[src/sv/pkmr_pkg.sv]
// Shared types and constants for the packet keyword match and replace block.
package pkmr_pkg;

    // Widest keyword the datapath lanes are built for, in bytes.
    localparam int LANES    = 8;
    localparam int BUS_W    = LANES * 8;
    localparam int CNT_W    = $clog2(LANES + 1);
    localparam int IDX_W    = 2;
    localparam int QDEPTH   = 4;
    localparam int QPTR_W   = $clog2(QDEPTH);
    localparam int QCNT_W   = $clog2(QDEPTH + 1);

    // Configuration register indexes.
    localparam logic [IDX_W-1:0] REG_KEY_PATTERN     = 2'd0;
    localparam logic [IDX_W-1:0] REG_KEY_LEN         = 2'd1;
    localparam logic [IDX_W-1:0] REG_REPLACE_PATTERN = 2'd2;
    localparam logic [IDX_W-1:0] REG_REPLACE_ENABLE  = 2'd3;

    typedef struct packed {
        logic [BUS_W-1:0] key_pattern;
        logic [3:0]       key_len;
        logic [BUS_W-1:0] replace_pattern;
        logic             replace_enable;
    } cfg_t;

    // Bytes released by one input beat, oldest in the lowest lane.
    typedef struct packed {
        logic [BUS_W-1:0] bytes;
        logic [CNT_W-1:0] cnt;
        logic             last;
        logic             found;
        logic             drop;
    } bundle_t;

endpackage

[src/sv/pkmr_front.sv]
// Front end: byte window, parallel keyword compare, replacement and release.
module pkmr_front #(
    parameter int KEY_MAX = 8
) (
    input  logic                           aclk,
    input  logic                           aresetn,
    input  pkmr_pkg::cfg_t                 cfg,
    input  logic                           in_valid,
    input  logic [7:0]                     in_byte,
    input  logic                           in_last,
    output logic                           in_ready,
    input  logic                           q_full,
    output logic                           q_push,
    output pkmr_pkg::bundle_t              q_data
);

    localparam int FILL_W = $clog2(KEY_MAX + 1);
    localparam int WIN_W  = KEY_MAX * 8;
    localparam int BUS_W  = pkmr_pkg::BUS_W;
    localparam int CNT_W  = pkmr_pkg::CNT_W;

    logic [WIN_W-1:0]  window_reg, window_next;
    logic [FILL_W-1:0] fill_reg, fill_next;
    logic              found_reg, found_next;

    logic [CNT_W-1:0]  kk, f, d, cnt;
    logic [BUS_W-1:0]  w_flat, v, vr, u, low_mask, rest;
    logic              ge, try_match, miss, hit, found_any;
    logic              accept;

    assign in_ready = !q_full;
    assign accept   = in_valid && in_ready;

    always_comb begin
        // Saturate the key length to the window depth.
        if (cfg.key_len > CNT_W'(KEY_MAX)) begin
            kk = CNT_W'(KEY_MAX);
        end else begin
            kk = cfg.key_len;
        end

        // Append the new byte behind the held ones.
        w_flat = BUS_W'(window_reg);
        for (int i = 0; i < KEY_MAX; i++) begin
            if (CNT_W'(i) == CNT_W'(fill_reg)) begin
                w_flat[i*8 +: 8] = in_byte;
            end
        end
        f = CNT_W'(fill_reg) + CNT_W'(1);

        // Bytes beyond a shortened key leave at once.
        d  = (f > kk) ? (f - kk) : '0;
        ge = (f >= kk);
        v  = w_flat >> {d, 3'b000};

        try_match = (kk != '0) && ge && !found_reg;
        miss      = 1'b0;
        for (int i = 0; i < pkmr_pkg::LANES; i++) begin
            if ((CNT_W'(i) < kk) && (v[i*8 +: 8] != cfg.key_pattern[i*8 +: 8])) begin
                miss = 1'b1;
            end
        end
        hit       = try_match && !miss;
        found_any = found_reg || hit;

        vr       = v;
        low_mask = '0;
        for (int i = 0; i < pkmr_pkg::LANES; i++) begin
            if (hit && cfg.replace_enable && (CNT_W'(i) < kk)) begin
                vr[i*8 +: 8] = cfg.replace_pattern[i*8 +: 8];
            end
            if (CNT_W'(i) < d) begin
                low_mask[i*8 +: 8] = 8'hff;
            end
        end
        u = (w_flat & low_mask) | (vr << {d, 3'b000});

        // Release count: everything on the last byte, else the overflow plus one.
        if (in_last) begin
            cnt = f;
        end else if (ge) begin
            cnt = (kk == '0) ? f : (f - kk + CNT_W'(1));
        end else begin
            cnt = '0;
        end
        rest = u >> {cnt, 3'b000};

        window_next = window_reg;
        fill_next   = fill_reg;
        found_next  = found_reg;
        if (accept) begin
            window_next = rest[WIN_W-1:0];
            fill_next   = in_last ? '0 : FILL_W'(f - cnt);
            found_next  = in_last ? 1'b0 : found_any;
        end

        q_push        = accept && (cnt != '0);
        q_data.bytes  = u;
        q_data.cnt    = cnt;
        q_data.last   = in_last;
        q_data.found  = in_last && found_any;
        q_data.drop   = in_last && found_any && !cfg.replace_enable;
    end

    always_ff @(posedge aclk) begin
        if (!aresetn) begin
            window_reg <= '0;
            fill_reg   <= '0;
            found_reg  <= 1'b0;
        end else begin
            window_reg <= window_next;
            fill_reg   <= fill_next;
            found_reg  <= found_next;
        end
    end

endmodule

[src/sv/pkmr_fifo.sv]
// Short queue of released byte bundles between front and back end.
module pkmr_fifo (
    input  logic                aclk,
    input  logic                aresetn,
    input  logic                push,
    input  pkmr_pkg::bundle_t   wr_data,
    input  logic                pop,
    output pkmr_pkg::bundle_t   rd_data,
    output logic                full,
    output logic                empty
);

    localparam int QPTR_W = pkmr_pkg::QPTR_W;
    localparam int QCNT_W = pkmr_pkg::QCNT_W;

    pkmr_pkg::bundle_t         mem_reg [pkmr_pkg::QDEPTH];
    logic [QPTR_W-1:0]         wr_ptr_reg, wr_ptr_next;
    logic [QPTR_W-1:0]         rd_ptr_reg, rd_ptr_next;
    logic [QCNT_W-1:0]         count_reg, count_next;
    logic                      do_push, do_pop;

    assign full    = (count_reg == QCNT_W'(pkmr_pkg::QDEPTH));
    assign empty   = (count_reg == '0);
    assign rd_data = mem_reg[rd_ptr_reg];
    assign do_push = push && !full;
    assign do_pop  = pop && !empty;

    always_comb begin
        wr_ptr_next = do_push ? wr_ptr_reg + QPTR_W'(1) : wr_ptr_reg;
        rd_ptr_next = do_pop  ? rd_ptr_reg + QPTR_W'(1) : rd_ptr_reg;
        count_next  = count_reg;
        if (do_push && !do_pop) begin
            count_next = count_reg + QCNT_W'(1);
        end else if (do_pop && !do_push) begin
            count_next = count_reg - QCNT_W'(1);
        end
    end

    always_ff @(posedge aclk) begin
        if (do_push) begin
            mem_reg[wr_ptr_reg] <= wr_data;
        end
    end

    always_ff @(posedge aclk) begin
        if (!aresetn) begin
            wr_ptr_reg <= '0;
            rd_ptr_reg <= '0;
            count_reg  <= '0;
        end else begin
            wr_ptr_reg <= wr_ptr_next;
            rd_ptr_reg <= rd_ptr_next;
            count_reg  <= count_next;
        end
    end

endmodule

[src/sv/pkmr_back.sv]
// Back end: serialize queued bundles into output beats, one byte each.
module pkmr_back (
    input  logic                aclk,
    input  logic                aresetn,
    input  pkmr_pkg::bundle_t   q_data,
    input  logic                q_empty,
    output logic                q_pop,
    output logic                m_tvalid,
    input  logic                m_tready,
    output logic [7:0]          m_tdata,   // out_byte
    output logic                m_tlast,   // out_last
    output logic [1:0]          m_tuser    // [0] found, [1] drop
);

    localparam int CNT_W = pkmr_pkg::CNT_W;

    pkmr_pkg::bundle_t cur_reg, cur_next;
    logic              taking, done, final_beat;

    assign m_tvalid   = (cur_reg.cnt != '0);
    assign final_beat = (cur_reg.cnt == CNT_W'(1));
    assign taking     = m_tvalid && m_tready;
    assign done       = !m_tvalid || (taking && final_beat);
    assign q_pop      = done && !q_empty;

    assign m_tdata    = cur_reg.bytes[7:0];
    assign m_tlast    = cur_reg.last && final_beat;
    assign m_tuser    = {cur_reg.drop && m_tlast, cur_reg.found && m_tlast};

    always_comb begin
        cur_next = cur_reg;
        if (done) begin
            if (!q_empty) begin
                cur_next = q_data;
            end else begin
                cur_next.cnt = '0;
            end
        end else if (taking) begin
            cur_next.bytes = cur_reg.bytes >> 8;
            cur_next.cnt   = cur_reg.cnt - CNT_W'(1);
        end
    end

    always_ff @(posedge aclk) begin
        if (!aresetn) begin
            cur_reg.cnt <= '0;
        end else begin
            cur_reg <= cur_next;
        end
    end

endmodule

[src/sv/packet_keyword_match_replace.sv]
// Top level of the packet keyword match and replace block.
//
// Packet bytes stream in on the s_ side, one byte per beat, and leave on the
// m_ side in their original order. The block holds the most recent key_len
// bytes in a window and compares them in parallel against key_pattern; the
// first match in a packet is overwritten with replace_pattern when
// replace_enable is set, otherwise the packet is only flagged. A byte leaves
// key_len - 1 input beats after it arrived; the last input beat of a packet
// releases the whole window, and the final output beat carries found and
// drop in m_tuser. Throughput is one byte per cycle in steady state: the
// front end takes a beat every cycle the four-entry bundle queue has room,
// and the back end drains one byte per cycle while m_tready is high. A
// packet end releases up to key_len bytes at once, which the back end shifts
// out one byte per accepted beat, so short packets with long keys throttle
// the input while it catches up. Configuration writes are registered
// (cfg_ready is always high); write only while the block is idle. A key_len
// of zero passes bytes through unchanged.
module packet_keyword_match_replace #(
    parameter int KEY_MAX = 8
) (
    input  logic                      aclk,
    input  logic                      aresetn,

    // Input stream
    input  logic                      s_tvalid,
    output logic                      s_tready,
    input  logic [7:0]                s_tdata,   // data_byte
    input  logic                      s_tlast,   // last_byte

    // Output stream
    output logic                      m_tvalid,
    input  logic                      m_tready,
    output logic [7:0]                m_tdata,   // out_byte
    output logic                      m_tlast,   // out_last
    output logic [1:0]                m_tuser,   // [0] found, [1] drop

    // Configuration write channel
    input  logic                      cfg_valid,
    output logic                      cfg_ready,
    input  logic [pkmr_pkg::IDX_W-1:0] cfg_index,
    input  logic [pkmr_pkg::BUS_W-1:0] cfg_data
);

    pkmr_pkg::cfg_t    cfg_reg, cfg_next;
    pkmr_pkg::bundle_t push_data, head_data;
    logic              q_push, q_pop, q_full, q_empty;

    // Register file: always ready, one write per beat.
    assign cfg_ready = 1'b1;

    always_comb begin
        cfg_next = cfg_reg;
        if (cfg_valid && cfg_ready) begin
            unique case (cfg_index)
                pkmr_pkg::REG_KEY_PATTERN:     cfg_next.key_pattern     = cfg_data;
                pkmr_pkg::REG_KEY_LEN:         cfg_next.key_len         = cfg_data[3:0];
                pkmr_pkg::REG_REPLACE_PATTERN: cfg_next.replace_pattern = cfg_data;
                pkmr_pkg::REG_REPLACE_ENABLE:  cfg_next.replace_enable  = cfg_data[0];
                default: ;
            endcase
        end
    end

    always_ff @(posedge aclk) begin
        if (!aresetn) begin
            cfg_reg <= '0;
        end else begin
            cfg_reg <= cfg_next;
        end
    end

    // Front end: window, compare, replace; push released bytes as a bundle.
    pkmr_front #(
        .KEY_MAX (KEY_MAX)
    ) u_front (
        .aclk     (aclk),
        .aresetn  (aresetn),
        .cfg      (cfg_reg),
        .in_valid (s_tvalid),
        .in_byte  (s_tdata),
        .in_last  (s_tlast),
        .in_ready (s_tready),
        .q_full   (q_full),
        .q_push   (q_push),
        .q_data   (push_data)
    );

    // Decouple the front end from output backpressure.
    pkmr_fifo u_fifo (
        .aclk     (aclk),
        .aresetn  (aresetn),
        .push     (q_push),
        .wr_data  (push_data),
        .pop      (q_pop),
        .rd_data  (head_data),
        .full     (q_full),
        .empty    (q_empty)
    );

    // Back end: hold a bundle and advance one byte per accepted beat.
    pkmr_back u_back (
        .aclk     (aclk),
        .aresetn  (aresetn),
        .q_data   (head_data),
        .q_empty  (q_empty),
        .q_pop    (q_pop),
        .m_tvalid (m_tvalid),
        .m_tready (m_tready),
        .m_tdata  (m_tdata),
        .m_tlast  (m_tlast),
        .m_tuser  (m_tuser)
    );

endmodule

[config.mk]
export PLATFORM = sky130hd
export DESIGN_NAME = packet_keyword_match_replace
export DESIGN_NICKNAME = d
export VERILOG_FILES = /design/src/sv/pkmr_pkg.sv /design/src/sv/pkmr_front.sv /design/src/sv/pkmr_fifo.sv /design/src/sv/pkmr_back.sv /design/src/sv/packet_keyword_match_replace.sv
export SDC_FILE = /design/constraint.sdc
export NUM_CORES = 1
export LEC_CHECK = 0
export BUFFER_PORTS_ARGS = -buffer_cell sky130_fd_sc_hd__buf_2
export CORE_MARGIN = 1.5
export CORE_UTILIZATION = 40
export CTS_CLUSTER_DIAMETER = 30
export DETAILED_ROUTE_END_ITERATION = 8
export GPL_TIMING_DRIVEN = 1
export PLACE_DENSITY = 0.58
export SYNTH_ARGS = -nofsm -noshare
export SYNTH_HDL_FRONTEND = slang
export SYNTH_HIERARCHICAL = 1
export SYNTH_SLANG_ARGS = --single-unit
[constraint.sdc]
create_clock -name aclk -period 16.8 [get_ports aclk]
set_clock_uncertainty 0.15 [all_clocks]
set_input_delay 0.84 -clock aclk [delete_from_list [all_inputs] [get_ports aclk]]
set_output_delay 0.84 -clock aclk [all_outputs]
set_load 0.01 [all_outputs]
Word level (Yosys, flattened, before mapping)
Memories as Yosys holds them, arrays and structs flattened. A register that Yosys moved wholly into a read port is not among the register bits.
Cells that the tools add are included.
Widths: inputs -> output; s select.
{ "classes": {"n_addsub": 9, "n_lt_le_gt_ge": 19, "n_eq_ne": 21, "n_shift": 3, "mux": 49, "bitwise_logic": 3, "n_reduce_logical": 59} }
{ "op_table": {"columns": ["operator", "count"], "rows": [
  ["$mux 8", 24],
  ["$mux 68", 2],
  ["$shr 64x7->64", 2],
  ["$and 64x64->64", 1],
  ["$mux 64", 1],
  ["$ne 8x8->1", 8],
  ["$or 64x64->64", 1],
  ["$shl 64x7->64", 1],
  ["$logic_and 1x1->1", 34],
  ["$lt 3x4->1 const A", 8],
  ["$mux 4", 7],
  ["$eq 3x4->1 const A", 4],
  ["$lt 1x4->1 const A", 4],
  ["$lt 2x4->1 const A", 4],
  ["$reduce_bool 4->1", 3],
  ["$mux 1", 11],
  ["$add 4x1->4 const B", 2],
  ["$eq 2x4->1 const A", 2],
  ["$logic_not 1->1", 8],
  ["$logic_not 4->1", 2],
  ["$reduce_and 2->1", 4],
  ["$sub 4x4->4", 2],
  ["$mux 3", 2],
  ["$reduce_and 3->1", 2],
  ["19 further kinds", 24]
]} }
{ "word_totals": {"register_bits": 280, "ramBits": 284, "input_bits": 80, "out_inout_bits": 14, "elab_cells": 179, "n_memories": 1} }
{ "memory_table": {"columns": ["memory", "depth", "word_bits", "rd", "rd_clocked_by_memory_dff", "write_ports", "line_no", "rtl"], "rows": [
  ["u_fifo.mem_reg", 4, 71, 1, 1, 1, "pkmr_fifo.sv:16", "pkmr_pkg::bundle_t mem_reg [pkmr_pkg::QDEPTH];"]
]} }

Depth between registers and ports, before layout
{ "depth": {"depth_word": 23, "ltp_mapped": 29, "depth_no_buf": 21} }

Modules after synthesis
The synthesis kept the hierarchy.
{ "by_module_without_submodules": {"columns": ["mod", "instances", "cells_each", "area_each_um2", "seq_area_each_um2"], "rows": [
  ["pkmr_front", 1, 1926, 13203.9, 1381.3],
  ["pkmr_fifo", 1, 419, 10800.4, 8708.4],
  ["packet_keyword_match_replace", 1, 505, 5086.1, 2662.6],
  ["pkmr_back", 1, 312, 3219.3, 2092.0]
]} }

Least setup slack after synthesis
No wires, ideal clock.
{ "synth_path": {"path_type": "reg2reg", "startpoint": "reg u_front.fill_reg[0]", "endpoint": "mem u_fifo/mem_reg[0][0] in the netlist's numbering, enable pin", "setup_ps": 437, "arrival_time_ps": 5487, "required_ps": 16213, "setup_slack_ps": 10727, "path_stages_with_launch": 19, "n_path_buf": 4, "synth_period_minus_slack_ps": 6073, "path_cell_list": "dfxtp_1 -> inv_1 -> ha_1 -> inv_1 -> fa_1 -> nand2b_1 -> a21oi_1 -> clkbuf_1 -> nor2_1 -> nor3_1 -> a22oi_1 -> clkinv_1 -> clkbuf_1 -> buf_1 -> nor3_1 -> nor2_1 -> nor2b_1 -> buf_2 -> and2_1"} }
{ "synth_lines": {"columns": ["element", "line_no", "rtl"], "rows": [
  ["from (decl)", "pkmr_front.sv:23", "logic [FILL_W-1:0] fill_reg, fill_next;"],
  ["from (signal assigned)", "pkmr_front.sv:112", "fill_reg <= fill_next;"],
  ["to (decl)", "pkmr_fifo.sv:16", null]
]} }

Final worst setup path
{ "layout_path": {"startpoint": "reg u_front.fill_reg[2]", "endpoint": "reg u_front.window_reg[4]"} }
{ "layout_between": {"elab_chain_cells": 22, "word_cells_on_any_way": 91} }
{ "layout_lines": {"columns": ["element", "line_no", "rtl"], "rows": [
  ["$add 4x1->4", "pkmr_front.sv:49", "f = CNT_W'(fill_reg) + CNT_W'(1);"],
  ["$sub 4x4->4 / $gt 4x4->1 (equally long branches)", "pkmr_front.sv:52, pkmr_front.sv:82", null],
  ["$mux 4", "pkmr_front.sv:52", "d = (f > kk) ? (f - kk) : '0;"],
  ["$shr 64x7->64", "pkmr_front.sv:54", "v = w_flat >> {d, 3'b000};"],
  ["$ne 8x8->1", "pkmr_front.sv:59", "if ((CNT_W'(i) < kk) && (v[i*8 +: 8] != cfg.key_pattern[i*8 +: 8])) begin"],
  ["$logic_and 1x1->1", "pkmr_front.sv:59", null],
  ["$mux 1 (8 in a row)", "pkmr_front.sv:59", null],
  ["$logic_not 1->1", "pkmr_front.sv:63", "hit = try_match && !miss;"],
  ["$logic_and 1x1->1", "pkmr_front.sv:63", null],
  ["$logic_and 1x1->1 (2 in a row)", "pkmr_front.sv:69", "if (hit && cfg.replace_enable && (CNT_W'(i) < kk)) begin"],
  ["$mux 8", "pkmr_front.sv:69", null],
  ["$shl 64x7->64", "pkmr_front.sv:76", "u = (w_flat & low_mask) | (vr << {d, 3'b000});"],
  ["$or 64x64->64", "pkmr_front.sv:76", null],
  ["$shr 64x7->64 (*)", "pkmr_front.sv:86", "rest = u >> {cnt, 3'b000};"],
  ["to (signal assigned)", "pkmr_front.sv:111", "window_reg <= window_next;"],
  ["to (decl)", "pkmr_front.sv:22", "logic [WIN_W-1:0] window_reg, window_next;"]
]} }
Mark *: on every way between the ends. The rest lies on a longest branch, timed or not.
A chain may end at the register's enable or synchronous reset.

==> metrics.md <==
| Metric | Value |
|---|---|
| Global route overflow | `0` |
| Global Route Usage Sum | `32.7%` |
| Die extent in x | `287 um` |
| WP data arrival | `10.73 ns` |
| Yosys reg bits | `566` |
| Site Rows | `104` |
| Area leader, netlist | `edfxtp_1` |
| DRC violations left | `0` |
| Status | `finished clean` |
| Worst Tran Pin Value | `1.33 ns` |
| CP max-delay cell | `mux2i_1` |
| Gate power share | `45.6%` |
| Yosys Warn Count | `6` |
| Pwr Density | `231 nW/um^2` |
| Sw Ratio | `43.9%` |
| Vias in the first global route | `26400` |
| Core area | `80300 sq um` |
| Die Span Y | `287 um` |
| Initial antenna violation count | `5` |
| Kind of critical path | `reg -> reg` |
| Resize count post-CTS | `0` |
| Post-Syn Instances | `3162` |
| Post-route minimum period | `10.37 ns` |
| Most common cell on crit path | `mux2i_1` |
| Vias | `28200` |
| Net Switching | `3.83 mW` |
| Leakage power | `14.0 nW` |
| Hold buffer count at CTS | `0` |
| IO Pins | `94` |
| Clk Latency, worst-skew pair | `0.70 ns` |
| Max FO, Critical Path | `55` |
| Largest net degree at the start of global routing | `79` |
| Wirelength, routed | `137 mm` |
| Sequential power share | `26.1%` |
| Worst Hold End | `cfg_reg[26]` |
| CTS tree | `done` |
| HP Class | `in -> reg` |
| Relative slew slack | `11.1%` |
| CP cell instances | `nand3_1 -> xnor2_1 -> ha_1 -> or2_2 -> o211ai_4 -> buf_4 -> buf_4 -> mux2i_1 -> o21ai_0 -> o2bb2ai_1 -> or4_4 -> o41ai_4 -> and4b_1 -> nand4_2 -> mux2i_1 -> mux2i_1 -> a211oi_1 -> o22ai_1 -> a221oi_2 -> a221oi_1` |
| Ys flop type | `edfxtp_1` |
| WL/cell | `31.3 um` |
| Main area contributors after synthesis | `edfxtp_1, dfxtp_1, mux2i_1` |
| Placer Congestion | `1.11` |
| Final nets | `3319` |
| RSZ-0062 raised after global routing | `false` |
| Setup Slack @ Placement | `7.19 ns` |
| CP peak stage delay | `1.12 ns` |
| Reg2Reg Setup Slack | `6.43 ns` |
| Max cap viols | `0` |
| Die area | `82500 sq um` |
| Worst setup margin | `6.43 ns` |
| Setup bufs post-CTS | `0` |
| Setup Total Neg Slack | `0 ns` |
| Via-to-Cell Ratio | `6.44` |
| Final HPWL DP | `97.6 mm` |
| Final setup fails | `0` |
| Mean Syn Cell Area | `10.2 sq um` |
| Seq/Total Area, Yosys | `45.9%` |
| FF-to-FF Start | `u_front/fill_reg[2]` |
| Number of synthesized flops with an enable pin | `351` |
| Slew Viols, Final | `0` |
| FF-to-FF path depth | `20` |
| Worst setup EP type | `register` |
| Worst ir drop on vdd | `0.135 mV` |
| Max Root-Sink Buffers | `3` |
| Worst Hold Launch | `cfg_data[25]` |
| Root Buffer | `clkbuf_16` |
| Syn Nets | `3264` |
| FILL cells | `7426` |
| Initial DRC Count | `3928` |
| Hold path depth | `3` |
| CTS Sinks | `566` |
| Max FFs per register | `284` |
| First-pass GRT wire length | `194 mm` |
| Reg-to-reg critical path endpoint | `u_front/window_reg[4]` |
| Internal Power | `4.89 mW` |
| Clock share of power | `28.3%` |
| Fmax | `96.4 MHz` |
| Clock transition at path regs | `0.05 ns` |
| Most common cell after layout, fill and taps aside | `nand2_1` |
| Unique masters post-synth | `115` |
| Layout cells sized above 1 | `17.7%` |
| DRT antenna net count | `0` |
| Starting density of the core | `40.2%` |
| Area Overhead vs Synth | `16.7%` |
| Max H-tree Level | `3` |
| Yosys top cell area share | `32.6%` |
| Most frequent cells in the layout | `nand2_1, edfxtp_1, mux2i_1` |
| Worst EP required | `17.16 ns` |
| Final Cycle Share | `61.7%` |
| Critical path startpoint category | `register` |
| Ys async rst share | `0%` |
| Final-report hold violation count | `0` |
| Post-Syn Area | `32300 sq um` |
| I/O Buffers | `92` |
| First-pass detailed-route iteration total | `6` |
| Cts bufs inserted | `119` |
through the flow:
stage | instances | cell area [sq um] | power (mW) | hold WS (ns) | util [%]
5_1_grt | 4380 | 37700 | 8.97 | 0.261 | 47.0
4_1_cts | 4379 | 37700 | 8.55 | 0.239 | 46.9
2_1_floorplan | 3162 | 32300 | 4.65 | 0.283 | -
6_report | 4381 | 37700 | 8.72 | 0.263 | 47.0
3_5_place_dp | 4155 | 33400 | 6.05 | 0.301 | 41.6
3_3_place_gp | 4155 | 33400 | 6.05 | 0.292 | 41.6
per-layer routing:
metal  vias to the layer above  global-route usage, %  wire, um
met2                      1884                   47.4     57700
li1                      12100                      -         -
met1                     13800                   42.2     53800
met5                         -                      0        25
met4                         4                   22.8     11000
met3                       469                   9.17     14800
worst max-delay path, delay by kind of cell (launching register included):
family	cells	cell delay, ns
buffers and inverters	2	1.23
XOR/XNOR	1	0.41
AO/OA/AOI/OAI	8	2.50
flip-flops	1	0.74
multiplexers	3	2.16
adder cells (fa/ha/maj)	1	0.40
AND/OR/NAND/NOR	5	2.53
cell usage after synthesis, types with 62 or more instances:
cell      instances
nand2_1         595
edfxtp_1        351
mux2i_1         242
dfxtp_1         215
nor2_1          176
a21oi_1         144
o21ai_0         108
clkbuf_1         90
buf_2            82
mux4_2           71
o211ai_1         71
nand3_1          62
worst max path at each step:
stage,slack [ns],startpoint,cells after the start,endpoint
floorplan,10.73,u_front/fill_reg[0],18,u_fifo/mem_reg[0][0]
global placement,7.32,u_front/fill_reg[2],20,u_front/window_reg[31]
detailed placement,7.19,u_front/fill_reg[2],20,u_front/window_reg[47]
CTS,7.20,u_front/fill_reg[2],20,u_front/window_reg[47]
global route,6.10,u_front/fill_reg[2],21,u_front/window_reg[4]
finish,6.43,u_front/fill_reg[2],20,u_front/window_reg[4]
power by group through the flow:
stage | clock [mW] | combinational [mW] | sequential, mW
5_1_grt | 2.57 | 4.10 | 2.30
3_5_place_dp | 0 | 3.76 | 2.29
6_report | 2.47 | 3.98 | 2.27
3_3_place_gp | 0 | 3.77 | 2.28
4_1_cts | 2.50 | 3.78 | 2.26
2_1_floorplan | 0 | 2.46 | 2.19
cell type report:
type	instances	area (sq um)	share of cell area (%)
antenna	1	2.50	0.00664
timing repair buffer	173	1080	2.86
multi-input combinational	2292	15900	42.2
clock inverter	88	1160	3.08
sequential	566	14900	39.4
inverter	65	244	0.647
tap	1060	1330	3.52
clock buffer	136	3140	8.34
kinds of logic (layout without fill, tap and decap cells):
family                   count (synthesis)  in the layout  synth area share (%)
AO/OA/AOI/OAI                          781            781                  17.1
flip-flops                             566            566                  45.9
AND/OR/NAND/NOR                       1092           1092                  15.7
buffers and inverters                  304            462                  5.18
adder cells (fa/ha/maj)                 22             22                 0.922
other                                    1              2                0.0116
XOR/XNOR                                35             35                 0.949
multiplexers                           361            361                  14.2
No activity file was read; power rests on OpenSTA's default activity.
